$ cat src/rtl/btdc_pkg.sv
// ----------------------------------------------------------------------------
// btdc_pkg
// Shared types and constants for the BCD time-of-day clock unit.
// ----------------------------------------------------------------------------
package btdc_pkg;

    typedef enum logic [1:0] {
        REQ_TICK  = 2'd0,
        REQ_START = 2'd1,
        REQ_LOAD  = 2'd2
    } t_req;

    typedef enum logic [1:0] {
        CFG_ALARM_TENTHS  = 2'd0,
        CFG_ALARM_SECONDS = 2'd1,
        CFG_ALARM_MINUTES = 2'd2,
        CFG_ALARM_HOURS   = 2'd3
    } t_cfg_idx;

    localparam int unsigned CFG_IDX_W  = 2;
    localparam int unsigned CFG_DATA_W = 8;

    localparam logic [3:0] DIGIT_NINE   = 4'h9;
    localparam logic [6:0] BCD_59       = 7'h59;
    localparam logic [4:0] HOUR_ELEVEN  = 5'h11;
    localparam logic [4:0] HOUR_TWELVE  = 5'h12;
    localparam logic [4:0] HOUR_NINE    = 5'h09;
    localparam logic [4:0] HOUR_TEN     = 5'h10;
    localparam logic [4:0] HOUR_ONE     = 5'h01;
    localparam logic [7:0] HOURS_RESET  = 8'h01;

    typedef struct packed {
        logic [3:0] tenths;
        logic [6:0] seconds;
        logic [6:0] minutes;
        logic [7:0] hours;
        logic       alarm_pulse;
        logic       is_running;
    } t_result;

endpackage

$ cat src/rtl/bcd_time_of_day_clock_unit.sv
// ----------------------------------------------------------------------------
// bcd_time_of_day_clock_unit
// 12-hour BCD time-of-day clock with tenths, AM/PM flag and alarm pulse.
// ----------------------------------------------------------------------------
// usage:
//   input channel (i_in_valid / o_in_stall) carries one request per
//   transaction: tick, start, or time load. output channel
//   (o_out_valid / i_out_stall) returns one result per request: the time
//   after the request, the alarm pulse and the running flag.
//   alarm registers are written through i_cfg_wr_en / i_cfg_index /
//   i_cfg_data, only while no request is in flight; the user must keep to
//   this, the block does not enforce it. a result is registered in the
//   result register, or in the skid register while the receiver stalls.
//   throughput: one request per cycle while o_in_stall is low; the next
//   state is computed in a single pass from the time registers and the
//   request. the two-entry output stage (result register plus skid
//   register) still takes a request after the receiver stalls, and
//   o_in_stall rises only when both entries hold results. reset: time
//   1:00:00.0 AM, clock stopped, alarms cleared, no result pending.
// ----------------------------------------------------------------------------
module bcd_time_of_day_clock_unit (
    input  logic                           i_clk,
    input  logic                           i_rst_n,

    input  logic                           i_cfg_wr_en,
    input  logic [btdc_pkg::CFG_IDX_W-1:0]  i_cfg_index,
    input  logic [btdc_pkg::CFG_DATA_W-1:0] i_cfg_data,

    input  logic                           i_in_valid,
    output logic                           o_in_stall,
    input  logic [1:0]                     i_req_type,
    input  logic [3:0]                     i_load_tenths,
    input  logic [6:0]                     i_load_seconds,
    input  logic [6:0]                     i_load_minutes,
    input  logic [7:0]                     i_load_hours,

    output logic                           o_out_valid,
    input  logic                           i_out_stall,
    output logic [3:0]                     o_now_tenths,
    output logic [6:0]                     o_now_seconds,
    output logic [6:0]                     o_now_minutes,
    output logic [7:0]                     o_now_hours,
    output logic                           o_alarm_pulse,
    output logic                           o_is_running
);

    function automatic logic [6:0] bcd_step7(input logic [6:0] v);
        logic [6:0] r;
        if (v[3:0] == btdc_pkg::DIGIT_NINE) begin
            r = {v[6:4] + 3'd1, 4'h0};
        end else begin
            r = {v[6:4], v[3:0] + 4'd1};
        end
        return r;
    endfunction

    function automatic logic [7:0] hour_step(input logic [7:0] h);
        logic       pm;
        logic [4:0] hr;
        pm = h[7];
        hr = h[4:0];
        if (hr == btdc_pkg::HOUR_ELEVEN) begin
            pm = ~pm;
        end
        if (hr == btdc_pkg::HOUR_TWELVE) begin
            hr = btdc_pkg::HOUR_ONE;
        end else if (hr == btdc_pkg::HOUR_NINE) begin
            hr = btdc_pkg::HOUR_TEN;
        end else begin
            hr = {hr[4], hr[3:0] + 4'd1};
        end
        return {pm, 2'b00, hr};
    endfunction

    // alarm registers
    logic [3:0] r_alarm_tenths;
    logic [6:0] r_alarm_seconds;
    logic [6:0] r_alarm_minutes;
    logic [7:0] r_alarm_hours;

    // time state
    logic [3:0] r_tenths,  n_tenths;
    logic [6:0] r_seconds, n_seconds;
    logic [6:0] r_minutes, n_minutes;
    logic [7:0] r_hours,   n_hours;
    logic       r_running, n_running;
    logic       r_match,   n_match;

    // output stage
    btdc_pkg::t_result r_out, r_skid, n_result;
    logic              r_out_valid, r_skid_valid;

    logic              in_accept;
    logic              out_free;
    logic              eq;
    logic              pulse;
    btdc_pkg::t_req    req;

    assign in_accept = i_in_valid & ~r_skid_valid;
    assign out_free  = ~r_out_valid | ~i_out_stall;
    assign req       = btdc_pkg::t_req'(i_req_type);

    always_ff @(posedge i_clk) begin
        if (!i_rst_n) begin
            r_alarm_tenths  <= '0;
            r_alarm_seconds <= '0;
            r_alarm_minutes <= '0;
            r_alarm_hours   <= '0;
        end else if (i_cfg_wr_en) begin
            unique case (btdc_pkg::t_cfg_idx'(i_cfg_index))
                btdc_pkg::CFG_ALARM_TENTHS:  r_alarm_tenths  <= i_cfg_data[3:0];
                btdc_pkg::CFG_ALARM_SECONDS: r_alarm_seconds <= i_cfg_data[6:0];
                btdc_pkg::CFG_ALARM_MINUTES: r_alarm_minutes <= i_cfg_data[6:0];
                btdc_pkg::CFG_ALARM_HOURS:   r_alarm_hours   <= i_cfg_data[7:0];
                default: ;
            endcase
        end
    end

    always_comb begin
        n_tenths  = r_tenths;
        n_seconds = r_seconds;
        n_minutes = r_minutes;
        n_hours   = r_hours;
        n_running = r_running;
        n_match   = r_match;
        pulse     = 1'b0;
        eq        = 1'b0;
        unique case (req)
            btdc_pkg::REQ_TICK: begin
                if (r_running) begin
                    if (r_tenths != btdc_pkg::DIGIT_NINE) begin
                        n_tenths = r_tenths + 4'd1;
                    end else begin
                        n_tenths = '0;
                        if (r_seconds != btdc_pkg::BCD_59) begin
                            n_seconds = bcd_step7(r_seconds);
                        end else begin
                            n_seconds = '0;
                            if (r_minutes != btdc_pkg::BCD_59) begin
                                n_minutes = bcd_step7(r_minutes);
                            end else begin
                                n_minutes = '0;
                                n_hours   = hour_step(r_hours);
                            end
                        end
                    end
                    eq = (n_tenths == r_alarm_tenths) && (n_seconds == r_alarm_seconds) &&
                         (n_minutes == r_alarm_minutes) && (n_hours == r_alarm_hours);
                    pulse   = eq & ~r_match;
                    n_match = eq;
                end
            end
            btdc_pkg::REQ_START: begin
                n_running = 1'b1;
            end
            btdc_pkg::REQ_LOAD: begin
                n_tenths  = i_load_tenths;
                n_seconds = i_load_seconds;
                n_minutes = i_load_minutes;
                n_hours   = i_load_hours;
            end
            default: ;
        endcase
        n_result.tenths      = n_tenths;
        n_result.seconds     = n_seconds;
        n_result.minutes     = n_minutes;
        n_result.hours       = n_hours;
        n_result.alarm_pulse = pulse;
        n_result.is_running  = n_running;
    end

    always_ff @(posedge i_clk) begin
        if (!i_rst_n) begin
            r_tenths  <= '0;
            r_seconds <= '0;
            r_minutes <= '0;
            r_hours   <= btdc_pkg::HOURS_RESET;
            r_running <= 1'b0;
            r_match   <= 1'b0;
        end else if (in_accept) begin
            r_tenths  <= n_tenths;
            r_seconds <= n_seconds;
            r_minutes <= n_minutes;
            r_hours   <= n_hours;
            r_running <= n_running;
            r_match   <= n_match;
        end
    end

    always_ff @(posedge i_clk) begin
        if (!i_rst_n) begin
            r_out_valid  <= 1'b0;
            r_skid_valid <= 1'b0;
        end else if (out_free) begin
            if (r_skid_valid) begin
                r_out_valid  <= 1'b1;
                r_skid_valid <= 1'b0;
            end else begin
                r_out_valid  <= in_accept;
            end
        end else if (in_accept) begin
            r_skid_valid <= 1'b1;
        end
    end

    always_ff @(posedge i_clk) begin
        if (out_free) begin
            if (r_skid_valid) begin
                r_out <= r_skid;
            end else if (in_accept) begin
                r_out <= n_result;
            end
        end else if (in_accept) begin
            r_skid <= n_result;
        end
    end

    assign o_in_stall    = r_skid_valid;
    assign o_out_valid   = r_out_valid;
    assign o_now_tenths  = r_out.tenths;
    assign o_now_seconds = r_out.seconds;
    assign o_now_minutes = r_out.minutes;
    assign o_now_hours   = r_out.hours;
    assign o_alarm_pulse = r_out.alarm_pulse;
    assign o_is_running  = r_out.is_running;

`ifndef SYNTHESIS
    a_skid_needs_out: assert property (@(posedge i_clk) disable iff (!i_rst_n)
        r_skid_valid |-> r_out_valid)
        else $error("skid register full while result register empty");

    a_pulse_only_running: assert property (@(posedge i_clk) disable iff (!i_rst_n)
        (r_out_valid && r_out.alarm_pulse) |-> r_out.is_running)
        else $error("alarm pulse while clock stopped");

    a_start_runs: assert property (@(posedge i_clk) disable iff (!i_rst_n)
        (in_accept && i_req_type == btdc_pkg::REQ_START) |=> r_running)
        else $error("start transaction did not set running flag");

    a_pulse_sets_match: assert property (@(posedge i_clk) disable iff (!i_rst_n)
        (in_accept && pulse) |=> r_match)
        else $error("alarm pulse without match flag");
`endif

endmodule
$ cat config.mk
export PLATFORM = sky130hd
export DESIGN_NAME = bcd_time_of_day_clock_unit
export DESIGN_NICKNAME = d
export VERILOG_FILES = /design/src/rtl/btdc_pkg.sv /design/src/rtl/bcd_time_of_day_clock_unit.sv
export SDC_FILE = /design/constraint.sdc
export NUM_CORES = 1
export LEC_CHECK = 0
export ABC_AREA = 1
export BUFFER_PORTS_ARGS = -buffer_cell sky130_fd_sc_hd__buf_2
export CORE_MARGIN = 4
export CORE_UTILIZATION = 60
export DETAILED_ROUTE_END_ITERATION = 10
export GPL_ROUTABILITY_DRIVEN = 0
export HOLD_SLACK_MARGIN = 0.03
export PLACE_DENSITY = 0.82
export SETUP_SLACK_MARGIN = 0.2
export SLEW_MARGIN = 15
export SYNTH_ARGS = -nofsm -noshare
export SYNTH_HDL_FRONTEND = slang
export SYNTH_SLANG_ARGS = --single-unit
$ cat constraint.sdc
create_clock -name i_clk -period 4.2 [get_ports i_clk]
set_input_delay 0.63 -clock i_clk [delete_from_list [all_inputs] [get_ports i_clk]]
set_output_delay 0.63 -clock i_clk [all_outputs]
set_load 0.05 [all_outputs]
# Word-level counts from Yosys, hierarchy flattened
# Cells that the tools add are included.
# W data, S select, Z words.
[totals]
register_bits = 112
latchBits = 0
mem_bits_rw = 0
rom_bits = 0
in_bits = 43
output_inout_bits = 30
elab_cells = 107
mem_count = 0
[classes]
addsub = 6
mul = 0
div_mod_pow = 0
n_lt_le_gt_ge = 0
eq_ne = 17
n_shift = 0
muxes = 36
bitwise_logic = 10
n_reduce_logical = 14
[op_table]
columns = ["operator", "n"]
rows = [
  ["$mux W7", 13],
  ["$mux W28", 2],
  ["$mux W8", 6],
  ["$pmux W7 S2", 2],
  ["$add A4 B1 Y4 const B", 4],
  ["$mux W4", 4],
  ["$pmux W8 S2", 1],
  ["$eq A7 B7 Y1", 2],
  ["$ne A7 B7 Y1 const B", 2],
  ["$reduce_and A2 Y1", 6],
  ["$eq A5 B5 Y1 const B", 2],
  ["$mux W5", 2],
  ["$eq A4 B4 Y1 const B", 2],
  ["$eq A8 B8 Y1", 1],
  ["$pmux W4 S2", 1],
  ["$not A1 Y1", 7],
  ["$add A3 B1 Y3 const B", 2],
  ["$eq A2 B2 Y1 const B", 3],
  ["$eq A5 B4 Y1 const B", 1],
  ["$mux W1", 5],
  ["$eq A2 B1 Y1 const B", 2],
  ["$eq A4 B4 Y1", 1],
  ["$logic_not A2 Y1", 2],
  ["$ne A4 B4 Y1 const B", 1],
  ["other kinds (6)", 9],
]

# Depth between registers and ports, before layout
[depth]
word_depth = 15
ltp_mapped = 16
ltp_nobuf = 16

# Worst setup path after synthesis
# Ideal clock, no wire load.
[synth_timing]
path_type = "flip-flop to flip-flop"
startpoint = "register r_skid_valid, in the netlist o_in_stall"
endpoint = "register r_out, in the netlist o_alarm_pulse, enable pin"
setup_ns = 0.422
t_arrival_ns = 2.510
required_ns = 3.778
path_slack_ns = 1.267
path_stages_with_launch = 4
n_path_buf = 1
synth_period_minus_slack_ns = 2.933
path_cell_list = "dfxtp_1 clkbuf_1 nor2_1 a21oi_1"
[synth_between]
elab_chain_len = 4
[synth_lines]
columns = ["element", "line_no", "rtl"]
rows = [
  ["from (decl)", "bcd_time_of_day_clock_unit.sv:91", "logic r_out_valid, r_skid_valid;"],
  ["from (signal assigned)", "bcd_time_of_day_clock_unit.sv:194", "r_skid_valid <= 1'b0;"],
  ["from (signal assigned)", "bcd_time_of_day_clock_unit.sv:198", "r_skid_valid <= 1'b0;"],
  ["from (signal assigned)", "bcd_time_of_day_clock_unit.sv:203", "r_skid_valid <= 1'b1;"],
  ["$not A1 Y1", "bcd_time_of_day_clock_unit.sv:99", "assign in_accept = i_in_valid & ~r_skid_valid;"],
  ["$and A1 B1 Y1", "bcd_time_of_day_clock_unit.sv:99", ""],
  ["$reduce_bool A2 Y1 (no source line) (*)", "-", ""],
  ["$reduce_and A2 Y1 (no source line) (*)", "-", ""],
  ["to (signal assigned)", "bcd_time_of_day_clock_unit.sv:210", "r_out <= r_skid;"],
  ["to (signal assigned)", "bcd_time_of_day_clock_unit.sv:212", "r_out <= n_result;"],
  ["to (decl)", "bcd_time_of_day_clock_unit.sv:90", "btdc_pkg::t_result r_out, r_skid, n_result;"],
]
# Mark *: on every way between the ends. The rest lies on a longest branch, timed or not.
# A chain may end at the register's enable or synchronous reset.

# Worst setup path in the final report
[layout_timing]
startpoint = "register r_seconds[5]"
endpoint = "register r_out, in the netlist o_now_hours[4] (data pin)"
[layout_between]
elab_chain_len = 9
[layout_lines]
columns = ["element", "line_no", "rtl"]
rows = [
  ["from (decl)", "bcd_time_of_day_clock_unit.sv:83", "logic [6:0] r_seconds, n_seconds;"],
  ["from (signal assigned)", "bcd_time_of_day_clock_unit.sv:183", "r_seconds <= n_seconds;"],
  ["$ne A7 B7 Y1", "bcd_time_of_day_clock_unit.sv:136", "if (r_seconds != btdc_pkg::BCD_59) begin"],
  ["$mux W8", "bcd_time_of_day_clock_unit.sv:136", ""],
  ["$mux W8", "bcd_time_of_day_clock_unit.sv:132", "if (r_tenths != btdc_pkg::DIGIT_NINE) begin"],
  ["$mux W8", "bcd_time_of_day_clock_unit.sv:131", "if (r_running) begin"],
  ["$mux W8", "bcd_time_of_day_clock_unit.sv:129", "unique case (req)"],
  ["$mux W8", "bcd_time_of_day_clock_unit.sv:131", ""],
  ["$pmux W8 S2", "bcd_time_of_day_clock_unit.sv:129", ""],
  ["named net n_hours[4]", "bcd_time_of_day_clock_unit.sv:85", "logic [7:0] r_hours, n_hours;"],
  ["$mux W28", "bcd_time_of_day_clock_unit.sv:211", "end else if (in_accept) begin"],
  ["$mux W28", "bcd_time_of_day_clock_unit.sv:209", "if (r_skid_valid) begin"],
]
# The timed path passes the listed nets, and every way through them passes these cells. The select of a mux whose other input is x is not followed.

==> summary.txt <==
Sequential fraction of the synthesis area: 45.6%
Layout area overhead: 10.9%
Ant. Diodes: 0
Final Cycle Share: 59.1%
Vias in the first global route: 5255
Max-cap violations: 0
Root Buffer: clkbuf_8
Total power: 2.47 mW
Post-synth EDFFs: 56
Psw: 0.772 mW
Post-synth cell types: 37
Post-CTS Repair Setup Buffers: 0
Pleak: 3.17 nW
Nets: 920
CTS Buf Count: 9
Die Span X: 109 um
Max Root-Sink Buffers: 2
Mapped Area: 6150 um^2
Post-cts resize count: 0
RSZ-0062 raised after global routing: no
Synthesized Nets: 861
Largest net degree at the start of global routing: 37
Grt ovf: 0
Synth area leader: edfxtp_1
CP delay by family, top: simple AND/OR/NAND/NOR gates
GR Util All Layers: 26.6%
Worst clock skew: 5.87 ps
PwrDens: 363 nW/um^2
Mapped Cells: 807
Flop pwr share: 51.5%
Clk pwr share: 29.2%
Slew Viols, Final: 0
CP startpoint: r_seconds[5]
Synth Register Bits: 112
Drt first pass iters: 6
Initial antenna violation count: 0
CP Launch Type: flip-flop
Avg Inst Size Synth: 7.62 um^2
Syn. warnings: 0
CP required: 4450 ps
Most used cell along the critical path: nand2_1
Cells along the critical path: inv_1 > ha_1 > nand2_1 > inv_4 > nand3_4 > o21ai_0 > nand2_1 > nand2_1 > o21ai_0 > o221ai_1 > nand2_1 > nand2_1
Worst skew pair latency: 370 ps
1st-iter DRT viols: 717
Switching Share: 31.2%
Highest cell delay on the worst timing path: 380 ps
Global-route wire length before repair: 25200 um
Worst slew pin tran: 1040 ps
Setup violators final: 0
CTS Hold Bufs: 0
Tmin final: 2480 ps
Vias per cell: 5.76
HPWL after DPL: 11400 um
Most frequent cells after synthesis: nand2_1 (240), inv_1 (92), o21ai_0 (80), a21oi_1 (66)
Final antenna-violating net count: 0
Core area: 9860 um^2
Status: completed
H-tree depth: 3
Crit path capture type: flip-flop
CTS Sinks: 112
Clock-pin slew on the worst setup and hold paths: 110 ps
Worst Path Buf+Inv: 2
Synth top area share: 27.4%
Top-Level Pins: 73
PortBufs: 72
Slowest-stage cell, CP: dfxtp_1
Final WL: 15400 um
Worst reg-to-reg setup slack: 1720 ps
Initial Utilization: 62.3%
Layout cells sized above 1: 15.0%
Worst R2R End: o_now_hours[4]
Dominant synthesized flop cell: edfxtp_1
Std-Cell Rows: 36
Die footprint: 11900 um^2
Internal power: 1.70 mW
Max_slew headroom: 30.4%
Reg2reg start: r_seconds[5]
Asr flop ratio synth: 0%
Worst Hold Class: reg2reg
Vias: 5783
F_max: 0.403 GHz
Reg2Reg Depth: 12
CP endpoint: o_now_hours[4]
Comb power frac: 19.3%
Crit path DAT: 2730 ps
Fill cells: 795
Setup TNS: 0 ps
Largest cells by area after synthesis: edfxtp_1 (27%), dfxtp_1 (18%), nand2_1 (15%)
Worst VDD drop: 0.218 mV
Worst-path fanout max: 10
Cell depth of the worst setup path: 12
Residual DRC count: 0
Most common cell in the netlist: nand2_1
Die Y: 109 um
Crit Path Class: reg2reg
Fin. Hold Viols: 0
Drt wl/cell: 15.4 um
CTS tree: done
==> placed cells by master, fill, tap and decap left out, drive strengths merged <==
cell / count
a211oi: 1
clkbuf: 9
inv: 103
edfxtp: 56
nand4: 11
nand3b: 1
a21oi: 67
nand3: 56
nand2: 246
o21ai: 85
buf: 78
ha: 11
xor2: 1
nor2: 54
clkinvlp: 1
nor3: 1
o211ai: 6
clkinv: 4
o221ai: 18
a31oi: 1
dfxtp: 56
o22ai: 1
bufinv: 2
xnor2: 2
==> final cells by class <==
type	instances	area (um^2)	share of cell area, %
inverters	103	389	5.71
multi-input cells	562	2830	41.5
repair buffers	78	405	5.95
clock buffers	9	124	1.82
clock inverters	7	103	1.50
flip-flops and latches	112	2800	41.1
well taps	133	166	2.44
==> through the flow <==
step | cell area [um^2] | hold slack (ps) | utilization [%] | worst slack [ps] | cells
2_1_floorplan | 6150 | 437 | - | 1270 | 807
3_3_place_gp | 6590 | 459 | 66.8 | 1810 | 988
3_5_place_dp | 6590 | 463 | 66.8 | 1730 | 988
4_1_cts | 6820 | 478 | 69.1 | 1770 | 1004
5_1_grt | 6820 | 498 | 69.1 | 1490 | 1004
6_report | 6820 | 476 | 69.1 | 1720 | 1004
==> power by group through the flow <==
stage	Combinational, mW	Sequential, mW	Clock [mW]
6_report	0.478	1.27	0.722
5_1_grt	0.531	1.28	0.773
4_1_cts	0.471	1.27	0.728
3_5_place_dp	0.469	1.30	0
3_3_place_gp	0.456	1.29	0
2_1_floorplan	0.257	1.38	0
==> kinds of logic after synthesis <==
family	share of synthesized area, %
xor+xnor	0.428
fa+ha+maj	2.24
simple gates	27.1
flops	45.6
compound gates	16.1
buf+inv	8.55
==> worst reg2reg max path, cell delays in order, from the launching register on <==
cell	delay, ps
dfxtp_1	380
inv_1	160
ha_1	170
nand2_1	180
inv_4	200
nand3_4	150
o21ai_0	300
nand2_1	140
nand2_1	80
o21ai_0	90
o221ai_1	320
nand2_1	120
nand2_1	90
==> sequential cells by signal (all words and copies together) (netlist names) <==
signal / cells
r_minutes: 7
o_is_running: 1
r_alarm_hours: 8
r_hours: 8
o_now_seconds: 7
r_alarm_tenths: 4
r_running: 1
o_now_tenths: 4
o_alarm_pulse: 1
o_now_hours: 8
r_skid: 28
r_alarm_seconds: 7
r_seconds: 7
r_tenths: 4
r_alarm_minutes: 7
o_in_stall: 1
o_now_minutes: 7
r_match: 1
o_out_valid: 1
==> layer usage <==
layer  share of wire (%)  wire [um]  track usage (%)  vias to the layer above
met4                 2.5        381             8.73                        0
li1                    -          -                -                     2808
met2                  45       6900             42.8                      309
met1                  43       6660             36.8                     2622
met3                 9.6       1490             4.32                       44
met5                   0          0                0                        -
==> how the worst min path moves through the flow <==
stage | start | endpoint | cells past startpoint
6_report | r_alarm_hours[2] | r_alarm_hours[2] | 2
5_1_grt | r_alarm_hours[2] | r_alarm_hours[2] | 2
2_1_floorplan | r_alarm_minutes[2] | r_alarm_minutes[2] | 2
4_1_cts | r_alarm_hours[2] | r_alarm_hours[2] | 2
3_3_place_gp | r_alarm_hours[7] | r_alarm_hours[7] | 2
3_5_place_dp | r_alarm_hours[2] | r_alarm_hours[2] | 2
Note: power is estimated with default switching activity, not from simulation.
